$ cat src/hdl/ist_pkg.sv
// ----------------------------------------------------------------------------
// ist_pkg: shared types and constants for the integer set table
// Field widths, command and status codes, and the control word sent to cells.
// ----------------------------------------------------------------------------
`default_nettype none

package ist_pkg;

  localparam int CAPACITY_DEF = 16;
  localparam int VALUE_W      = 32;
  localparam int CMD_W        = 2;
  localparam int STATUS_W     = 2;
  localparam int COUNT_W      = 5;

  localparam logic [CMD_W-1:0] CMD_INSERT = 2'd0;
  localparam logic [CMD_W-1:0] CMD_REMOVE = 2'd1;
  localparam logic [CMD_W-1:0] CMD_QUERY  = 2'd2;

  localparam logic [STATUS_W-1:0] ST_DONE     = 2'd0;
  localparam logic [STATUS_W-1:0] ST_DUP      = 2'd1;
  localparam logic [STATUS_W-1:0] ST_NOTFOUND = 2'd2;
  localparam logic [STATUS_W-1:0] ST_FULL     = 2'd3;

  typedef struct packed {
    logic               cmp_en;
    logic               do_ins;
    logic               do_rem;
    logic [VALUE_W-1:0] key;
  } ctrl_t;

endpackage

`default_nettype wire

$ cat src/hdl/ist_cell.sv
// ----------------------------------------------------------------------------
// ist_cell: one slot of the set table
// Holds one value, compares it with the key, and shifts or appends on command.
// ----------------------------------------------------------------------------
`default_nettype none

module ist_cell (
  input  wire logic                        clk,
  input  wire logic                        rst,
  input  wire ist_pkg::ctrl_t              ctrl,
  input  wire logic                        prev_valid,
  input  wire logic                        next_valid,
  input  wire logic [ist_pkg::VALUE_W-1:0] next_value,
  input  wire logic                        seen_in,
  output logic                             seen_out,
  output logic                             valid,
  output logic [ist_pkg::VALUE_W-1:0]      value
);
  import ist_pkg::*;

  logic hit;

  assign seen_out = seen_in | hit;

  always_ff @(posedge clk) begin
    if (rst) begin
      hit <= 1'b0;
    end else if (ctrl.cmp_en) begin
      hit <= valid && (value == ctrl.key);
    end
  end

  always_ff @(posedge clk) begin
    if (rst) begin
      valid <= 1'b0;
    end else if (ctrl.do_ins && !valid && prev_valid) begin
      // first empty slot takes the new value
      valid <= 1'b1;
      value <= ctrl.key;
    end else if (ctrl.do_rem && seen_out) begin
      // close the gap: pull from the upper neighbor
      valid <= next_valid;
      value <= next_value;
    end
  end

endmodule

`default_nettype wire

$ cat src/hdl/ist_chain.sv
// ----------------------------------------------------------------------------
// ist_chain: row of table slots
// Wires the slots to their neighbors and reports whether the key was found.
// ----------------------------------------------------------------------------
`default_nettype none

module ist_chain #(
  parameter int CAPACITY = ist_pkg::CAPACITY_DEF
) (
  input  wire logic           clk,
  input  wire logic           rst,
  input  wire ist_pkg::ctrl_t ctrl,
  output logic                found
);
  import ist_pkg::*;

  logic [CAPACITY:0] vld;
  logic [CAPACITY:0] seen;
  logic [VALUE_W-1:0] val [CAPACITY+1];

  assign vld[CAPACITY] = 1'b0;
  assign val[CAPACITY] = '0;
  assign seen[0]       = 1'b0;
  assign found         = seen[CAPACITY];

  for (genvar i = 0; i < CAPACITY; i++) begin : g_cell
    logic prv;
    if (i == 0) begin : g_head
      assign prv = 1'b1;
    end else begin : g_body
      assign prv = vld[i-1];
    end

    ist_cell u_cell (
      .clk        (clk),
      .rst        (rst),
      .ctrl       (ctrl),
      .prev_valid (prv),
      .next_valid (vld[i+1]),
      .next_value (val[i+1]),
      .seen_in    (seen[i]),
      .seen_out   (seen[i+1]),
      .valid      (vld[i]),
      .value      (val[i])
    );
  end

endmodule

`default_nettype wire

$ cat src/hdl/integer_set_table_core.sv
// ----------------------------------------------------------------------------
// integer_set_table_core: bounded set of distinct signed integers
// Insert, remove and membership query, entries kept in insertion order.
// ----------------------------------------------------------------------------
// Usage:
//   Input channel (in_valid / in_stall) carries one request: cmd and value.
//   Output channel (out_valid / out_stall) returns one result per request:
//   status, was_present and member_count.
//   A request goes through three steps: loading it, every slot comparing its
//   value with the key, and resolving the status while appending or
//   shifting the slots. The result is registered at the last step and then
//   shows on out_valid. The row of slots resolves the found flag and the
//   shift range by a chain through all CAPACITY slots, so one request is in
//   flight at a time, and in_stall stays high while a request is in flight.
//   The result sits in an output register; the next request is taken while
//   it waits. If the receiver is still stalling when that request reaches its
//   last step, the core holds there, and keeps the input stalled, until the
//   output register frees.
//   Reset (rst, synchronous) empties the set and drops any pending result;
//   the core comes out of reset idle and ready to accept a request.
// ----------------------------------------------------------------------------
`default_nettype none

module integer_set_table_core #(
  parameter int CAPACITY = ist_pkg::CAPACITY_DEF
) (
  input  wire logic                         clk,
  input  wire logic                         rst,
  input  wire logic                         in_valid,
  output logic                              in_stall,
  input  wire logic [ist_pkg::CMD_W-1:0]    cmd,
  input  wire logic signed [ist_pkg::VALUE_W-1:0] value,
  output logic                              out_valid,
  input  wire logic                         out_stall,
  output logic [ist_pkg::STATUS_W-1:0]      status,
  output logic                              was_present,
  output logic [ist_pkg::COUNT_W-1:0]       member_count
);
  import ist_pkg::*;

  localparam int CW = $clog2(CAPACITY + 1);

  typedef enum logic [2:0] {
    S_IDLE  = 3'b001,
    S_CMP   = 3'b010,
    S_APPLY = 3'b100
  } state_t;

  state_t             state, state_next;
  logic [CMD_W-1:0]   req_cmd;
  logic [VALUE_W-1:0] req_value;
  logic [CW-1:0]      count, count_next;
  logic               found, full, out_free;
  logic [STATUS_W-1:0] status_next;
  logic [CW+COUNT_W-1:0] count_ext;
  ctrl_t              ctrl;

  assign in_stall  = (state != S_IDLE);
  assign out_free  = !out_valid || !out_stall;
  assign full      = (count == CW'(CAPACITY));
  assign count_ext = {{COUNT_W{1'b0}}, count_next};

  always_comb begin
    ctrl.cmp_en = (state == S_CMP);
    ctrl.key    = req_value;
    ctrl.do_ins = (state == S_APPLY) && out_free && (req_cmd == CMD_INSERT)
                  && !found && !full;
    ctrl.do_rem = (state == S_APPLY) && out_free && (req_cmd == CMD_REMOVE) && found;
  end

  always_comb begin
    count_next  = count;
    status_next = found ? ST_DONE : ST_NOTFOUND;
    case (req_cmd)
      CMD_INSERT: begin
        if (found) begin
          status_next = ST_DUP;
        end else if (full) begin
          status_next = ST_FULL;
        end else begin
          status_next = ST_DONE;
          count_next  = count + CW'(1);
        end
      end
      CMD_REMOVE: begin
        if (found) begin
          count_next = count - CW'(1);
        end
      end
      default: begin
        // query, and the unused code acts as a query
      end
    endcase
  end

  always_comb begin
    state_next = state;
    case (state)
      S_IDLE:  if (in_valid) state_next = S_CMP;
      S_CMP:   state_next = S_APPLY;
      S_APPLY: if (out_free) state_next = S_IDLE;
      default: state_next = S_IDLE;
    endcase
  end

  always_ff @(posedge clk) begin
    if (rst) begin
      state     <= S_IDLE;
      count     <= '0;
      out_valid <= 1'b0;
    end else begin
      state <= state_next;
      if (state == S_APPLY && out_free) begin
        count     <= count_next;
        out_valid <= 1'b1;
      end else if (!out_stall) begin
        out_valid <= 1'b0;
      end
    end
  end

  always_ff @(posedge clk) begin
    if (state == S_IDLE && in_valid) begin
      req_cmd   <= cmd;
      req_value <= value;
    end
    if (state == S_APPLY && out_free) begin
      status       <= status_next;
      was_present  <= found;
      member_count <= count_ext[COUNT_W-1:0];
    end
  end

  ist_chain #(.CAPACITY(CAPACITY)) u_chain (
    .clk   (clk),
    .rst   (rst),
    .ctrl  (ctrl),
    .found (found)
  );

endmodule

`default_nettype wire

$ cat config.mk
export PLATFORM = sky130hd
export DESIGN_NAME = integer_set_table_core
export DESIGN_NICKNAME = d
export VERILOG_FILES = /design/src/hdl/ist_pkg.sv /design/src/hdl/ist_cell.sv /design/src/hdl/ist_chain.sv /design/src/hdl/integer_set_table_core.sv
export SDC_FILE = /design/constraint.sdc
export NUM_CORES = 1
export LEC_CHECK = 0
export ABC_CLOCK_PERIOD_IN_PS = 4780
export CAP_MARGIN = 20
export CORE_MARGIN = 8
export CORE_UTILIZATION = 64
export DETAILED_ROUTE_END_ITERATION = 10
export DONT_BUFFER_PORTS = 1
export PLACE_DENSITY_LB_ADDON = 0.12
export SLEW_MARGIN = 10
export SYNTH_ARGS = -nofsm -noshare
export SYNTH_HDL_FRONTEND = slang
export SYNTH_SLANG_ARGS = --single-unit
$ cat constraint.sdc
create_clock -name clk -period 4.78 [get_ports clk]
set_input_delay 0 -clock clk [delete_from_list [all_inputs] [get_ports clk]]
set_output_delay 0 -clock clk [all_outputs]
set_load 0.01 [all_outputs]
* Word-level counts from Yosys, hierarchy flattened
Index checks and enable logic that the tools add are counted.
Operators by class: shift-type cells 0, add/subtract/negate cells 2, div/mod/pow operators 0, mux-type cells 77, equality and inequality tests 25, bitwise gates (word level) 16, $lt $le $gt $ge 0, $mul 0, reduce and logical (&&, ||, !) cells 125
Operators by type and width (number):
- 32-bit 2-to-1 mux | 32
- 32-bit equality test | 16
- 1-bit logical AND | 70
- 1-bit 2-to-1 mux | 34
- 2-bit AND reduction | 17
- 2-bit nonzero test | 16
- 1-bit zero test | 20
- 5-bit 2-to-1 mux | 3
- 1-bit bitwise OR | 15
- 5-bit case mux with 2 select lines | 1
- 3-bit case mux with 3 select lines | 1
- 2-bit 2-to-1 mux | 4
- 3-bit 2-to-1 mux | 2
- 5-bit by 1-bit adder with 5-bit output, second input constant | 1
- 5-bit equality test, second input constant | 1
- 5-bit by 1-bit subtractor with 5-bit output, second input constant | 1
- 2-bit inequality test, second input constant | 2
- 3-bit by 1-bit equality test with 1-bit output, second input constant | 1
- 3-bit by 2-bit equality test with 1-bit output, second input constant | 1
- 3-bit equality test, second input constant | 1
- 3-bit by 1-bit inequality test with 1-bit output, second input constant | 1
- 2-bit by 1-bit equality test with 1-bit output, second input constant | 1
- 2-bit zero test | 1
- 2-bit by 1-bit inequality test with 1-bit output, second input constant | 1
- 2 further kinds | 2
Storage, ports and cells: bits in latches 0, RAM bits 0, memories kept 0, output and inout port bits 10, flip-flop bits (word level) 595, memory bits (read-only) 0

* Depth between registers and ports, before layout
word-level depth 22, gate-level depth with buffers 9, mapped depth without buffers 7

* Hierarchy
Synthesis repeated with hierarchy kept, for this count alone.
Unflattened totals: cell total of the unflattened synthesis 2093, area total of the unflattened synthesis 30684.4 sq um
Modules (own cells, without submodules):
- ist_cell | cells each 122, sequential area each 1001.0 sq um, area each 1790.5 sq um, times used 16
- integer_set_table_core | cells each 139, sequential area each 1441.4 sq um, area each 2029.4 sq um, times used 1
- ist_chain | cells each 2, sequential area each 0.0 sq um, area each 7.5 sq um, times used 1

* Worst setup path after synthesis
OpenSTA, ideal clock, no wires.
path kind reg-to-reg, from register state[1], to register u_chain.g_cell[11].u_cell.value[0] in the netlist's numbering (enable), data required time 4.348 ns, clock period less this slack 3.744 ns, path slack 1.036 ns, buffers on the path 3, setup time 0.432 ns, arrival time 3.312 ns, stages on the path, launching flop included 8, cell sequence dfxtp_1 clkbuf_2 or3b_1 nor4_2 buf_6 nand4b_4 buf_6 a21oi_1
Between the ends: cells in the longest elaborated chain, start to end 9
RTL lines:
- start, declared | RTL line integer_set_table_core.sv:49 | state_t state, state_next;
- start signal, assigned | RTL line integer_set_table_core.sv:112 | state <= state_next;
- 3-bit equality test * | RTL line integer_set_table_core.sv:66, integer_set_table_core.sv:68
- 1-bit logical AND * | RTL line integer_set_table_core.sv:66, integer_set_table_core.sv:68
- 1-bit logical AND | RTL line integer_set_table_core.sv:66 | ctrl.do_ins = (state == S_APPLY) && out_free && (req_cmd == CMD_INSERT)
- 1-bit logical AND (2 in a row) | RTL line integer_set_table_core.sv:67 | && !found && !full;
- 1-bit logical AND (2 in a row) | RTL line ist_cell.sv:36 | end else if (ctrl.do_ins && !valid && prev_valid) begin
- 2-bit nonzero test (no line) *
- 2-bit AND reduction (no line) *
- end signal, assigned | RTL line ist_cell.sv:39 | value <= ctrl.key;
- end signal, assigned | RTL line ist_cell.sv:43 | value <= next_value;
- end, declared | RTL line ist_cell.sv:17 | output logic [ist_pkg::VALUE_W-1:0] value
Mark *: on every way between the ends. The rest lies on a longest branch, timed or not. A chain may end at the register's enable or synchronous reset.

* Worst setup path in the final report
from register state[2], to register u_chain.g_cell[8].u_cell.value[29] in the netlist's numbering (enable)
Between the ends: cells in the longest elaborated chain, start to end 9
RTL lines (RTL line):
- 3-bit equality test * | integer_set_table_core.sv:66, integer_set_table_core.sv:68
- 1-bit logical AND * | integer_set_table_core.sv:66, integer_set_table_core.sv:68
- 1-bit logical AND | integer_set_table_core.sv:66
- 1-bit logical AND (2 in a row) | integer_set_table_core.sv:67
- 1-bit logical AND (2 in a row) | ist_cell.sv:36
- 2-bit nonzero test (no line) *
- 2-bit AND reduction (no line) *
- end signal, assigned | ist_cell.sv:39
- end signal, assigned | ist_cell.sv:43
- end, declared | ist_cell.sv:17
Marks and branches as above.

==> flow_metrics.tcl <==
set metrics [dict create \
    synthesis.instances 2222 \
    crit_path_max_incr_delay_ns 1.01 \
    avgRoutedWirePerCell_um 29.68 \
    buffers_from_clock_root_to_sink_at_most 3 \
    synth_compound_gate_area_share_pct 1.712 \
    synth.most_common_cell "sky130_fd_sc_hd__edfxtp_1" \
    internal-power_mw 8.744 \
    die_y_um 237.4 \
    yosys-top-cells-area "sky130_fd_sc_hd__edfxtp_1 (53%), sky130_fd_sc_hd__mux2_2 (15%), sky130_fd_sc_hd__xnor2_1 (7.5%), sky130_fd_sc_hd__xor2_1 (6.5%), sky130_fd_sc_hd__mux2_4 (2.7%)" \
    postCtsSetupBuffers 0 \
    sw_frac_of_total_pct 22.52 \
    post_synth_fa_ha_maj_area_fraction_pct 0.07980 \
    number_of_global_route_vias_before_repair 19150 \
    design.die.area_mm2 0.05634 \
    grt_setup_unrepaired "no" \
    clock_power_share_pct 43.6 \
    antenna_found_initial 0 \
    finalSetupTns_ns 0 \
    post_synth_num_cell_types 63 \
    finalCriticalPeriod_ns 3.947 \
    cp_slowest_cell "sky130_fd_sc_hd__a21oi_4" \
    ys_seq_area_share_pct 55.67 \
    switchingPower_mw 2.541 \
    cts-htree-levels 2 \
    grt_overflow_total 0 \
    critical_path_peak_fanout 34 \
    grt_start_max_net_pins 44 \
    drtAntennaViolNets 0 \
    run_status "finished clean" \
    post-synth-top-area-cell "sky130_fd_sc_hd__edfxtp_1" \
    startpoint_type "flip-flop" \
    post_synth_and_or_nand_nor_area_fraction_pct 6.950 \
    number_of_setup_violations_in_the_final_report 0 \
    gp_routability_congestion 0.9163 \
    groute.usage.overall_pct 30.22 \
    worst_pin_slew_ns 1.111 \
    min-delay-path-class "input port to flip-flop" \
    netlist_top_cells_count "sky130_fd_sc_hd__edfxtp_1 (554), sky130_fd_sc_hd__mux2_2 (405), sky130_fd_sc_hd__xnor2_1 (269), sky130_fd_sc_hd__xor2_1 (231), sky130_fd_sc_hd__clkbuf_1 (109)" \
    dpl.cell_count 2711 \
    top_level_ports 48 \
    cts_sinks 595 \
    cts_root_buffer "sky130_fd_sc_hd__clkbuf_16" \
    yosysWarningCount 0 \
    yosys_most_used_dff "sky130_fd_sc_hd__edfxtp_1" \
    post-route-util_pct 71.36 \
    place_hpwl_um 56310 \
    dr.pass1.iters 6 \
    crit_type "flip-flop to flip-flop" \
    cp_data_required_time_ns 5.03 \
    cellPowerDensity_mw_per_mm2 325.1 \
    vdd.ir_drop.worst_v 0.0003734 \
    numCtsBuffers 61 \
    async_flop_share_pct 0 \
    floorplan.rows 81 \
    timing.final.max_slew_violations 0 \
    core_mm2 0.04865 \
    synth_top_cell_area_share_pct 53.05 \
    final.period_utilization_pct 82.57 \
    routed_wirelength_um 86120 \
    skew_ns 0.02159 \
    first_pass_grt_wire_length_um 126800 \
    pwr-share-comb_pct 5.9 \
    pwr-share-seq_pct 50.5 \
    tritoncts "yes" \
    timing.critical_path.arrival_ns 4.20 \
    io_buffers 0 \
    dr_total_vias 19130 \
    worst_skew_pair.late_latency_ns 0.64 \
    fmax_ghz 0.2534 \
    largest_family_of_logic_cells_by_synthesized_area "multiplexers" \
    syn_area_per_cell_um2 14.11 \
    max_cap_viol_count 0 \
    synthesis.area_mm2 0.03136 \
    ctsResizeCount 0 \
    synth.net_count 2262 \
    finalHoldViolCount 0 \
    synth.ff_latch_count 595 \
    instances_no_fill 2902 \
    drive_gt1_share_pct 28.61 \
    detail_route.drc_violations 0 \
    routed_via_count_divided_by_cell_count 6.593 \
    finalNetCount 2267 \
    starting_density_of_the_core_pct 64.46 \
    proportion_of_synthesized_area_in_mux_cells_pct 18.58 \
    max-slew-margin-rel_pct 25.92 \
    dr.first_iter.drc_count 2134 \
    clk_pin_slew_worst_paths_ns 0.06 \
    fp.dieW_um 237.4 \
    syn_to_final_growth_pct 10.71 \
    kind_of_end_point_of_the_critical_path "flip-flop" \
    power_leakage_nw 12.64 \
    path_cells "nor3b_1 -> nand3_1 -> nor3_4 -> nand3b_4 -> a21oi_4" \
    post_route_total_power_mw 11.29 \
    synth-edff-count 554 \
    synth-xor-area-share_pct 13.96 \
]
layer usage:
| metal | routed length (um) | global-route usage [%] |
|---|---|---|
| met1 | 34900 | 40.41 |
| met2 | 40430 | 48.63 |
| met3 | 6965 | 5.072 |
| met4 | 3831 | 13.11 |
| met5 | 0 | 0 |
worst max-delay path, delay by kind of cell (launching register included):
family,cells,cell delay [ns]
AO/OA/AOI/OAI,1,1.01
AND/OR/NAND/NOR,4,2.06
flip-flops,1,0.45
stage by stage:
stage                     instance area [um^2]  hold slack (ns)  setup slack [ns]
after floorplan                          31360          0.09887             1.036
after global placement                   31860          0.07973             1.015
after detailed placement                 31870          0.08392            0.9368
after CTS                                34640          0.05451            0.9020
after global routing                     34710          0.07190            0.5487
final                                    34720          0.07439            0.8331
timing repair:
item,CTS,global route
setup endpoints to repair,0,0
hold endpoints to repair,596,0
hold buffers,72,0
cells by family after synthesis:
family / after synthesis
AOI/OAI and AO/OA: 90
xor gates and xnor gates: 500
adders and majority gates: 2
buffers and inverters: 210
DFF: 595
muxes: 501
and+or+nand+nor: 324
cell usage in the layout (no fill, tap or decap), drive strengths merged, types with 9 or more instances in the layout:
cell type    netlist  final
nand2             28     28
o21ai             24     24
mux2             481    481
dlygate4sd3        0     71
xor2             231    231
clkinv             0     29
buf               82     63
nand4b             9      9
mux2i             20     20
edfxtp           554    554
nand3b            14     14
and2              24     24
a21oi             37     37
clkbuf           110     77
inv               18     19
nor2              25     25
dfxtp             41     41
nand4             91     91
xnor2            269    269
nor3              21     21
nor4              73     73
power by group through the flow:
stage | Clock [mW] | Combinational (mW) | Sequential (mW)
floorplan | 0 | 0.424 | 5.75
global placement | 0 | 0.581 | 5.80
detailed placement | 0 | 0.593 | 5.81
CTS | 4.95 | 0.653 | 5.70
global route | 5.13 | 0.702 | 5.69
finish | 4.92 | 0.671 | 5.69
worst paths after layout:
check,from,to,slack (ns),cells after the start
hold / removal,value[21],req_value[21]$_DFFE_PP_,0.07,1
setup / recovery,state[2]$_SDFFE_PP0P_,u_chain.g_cell[8].u_cell.value[29]$_DFFE_PP_,0.83,5
hold reg to reg,u_chain.g_cell[11].u_cell.hit$_SDFFE_PP0P_,u_chain.g_cell[11].u_cell.hit$_SDFFE_PP0P_,0.50,2
setup reg to reg,state[2]$_SDFFE_PP0P_,u_chain.g_cell[8].u_cell.value[29]$_DFFE_PP_,0.83,5
state kept, by name (all words and copies together), names as in the netlist:
name	flops
count	5
member_count	5
out_valid	1
req_cmd	2
req_value	32
state	3
status	2
u_chain.g_cell.u_cell.hit	16
u_chain.g_cell.u_cell.valid	16
u_chain.g_cell.u_cell.value	512
was_present	1
final cells by class:
type	instances	area, um^2
Clock buffer	77	1659
Tap cell	622	778.2
Fill cell	3161	13930
Multi-Input combinational cell	1417	13110
Timing Repair Buffer	134	1265
Sequential cell	595	17460
Antenna cell	1	2.502
Clock inverter	38	372.9
Inverter	18	67.56
No activity file was read; power rests on OpenSTA's default activity.
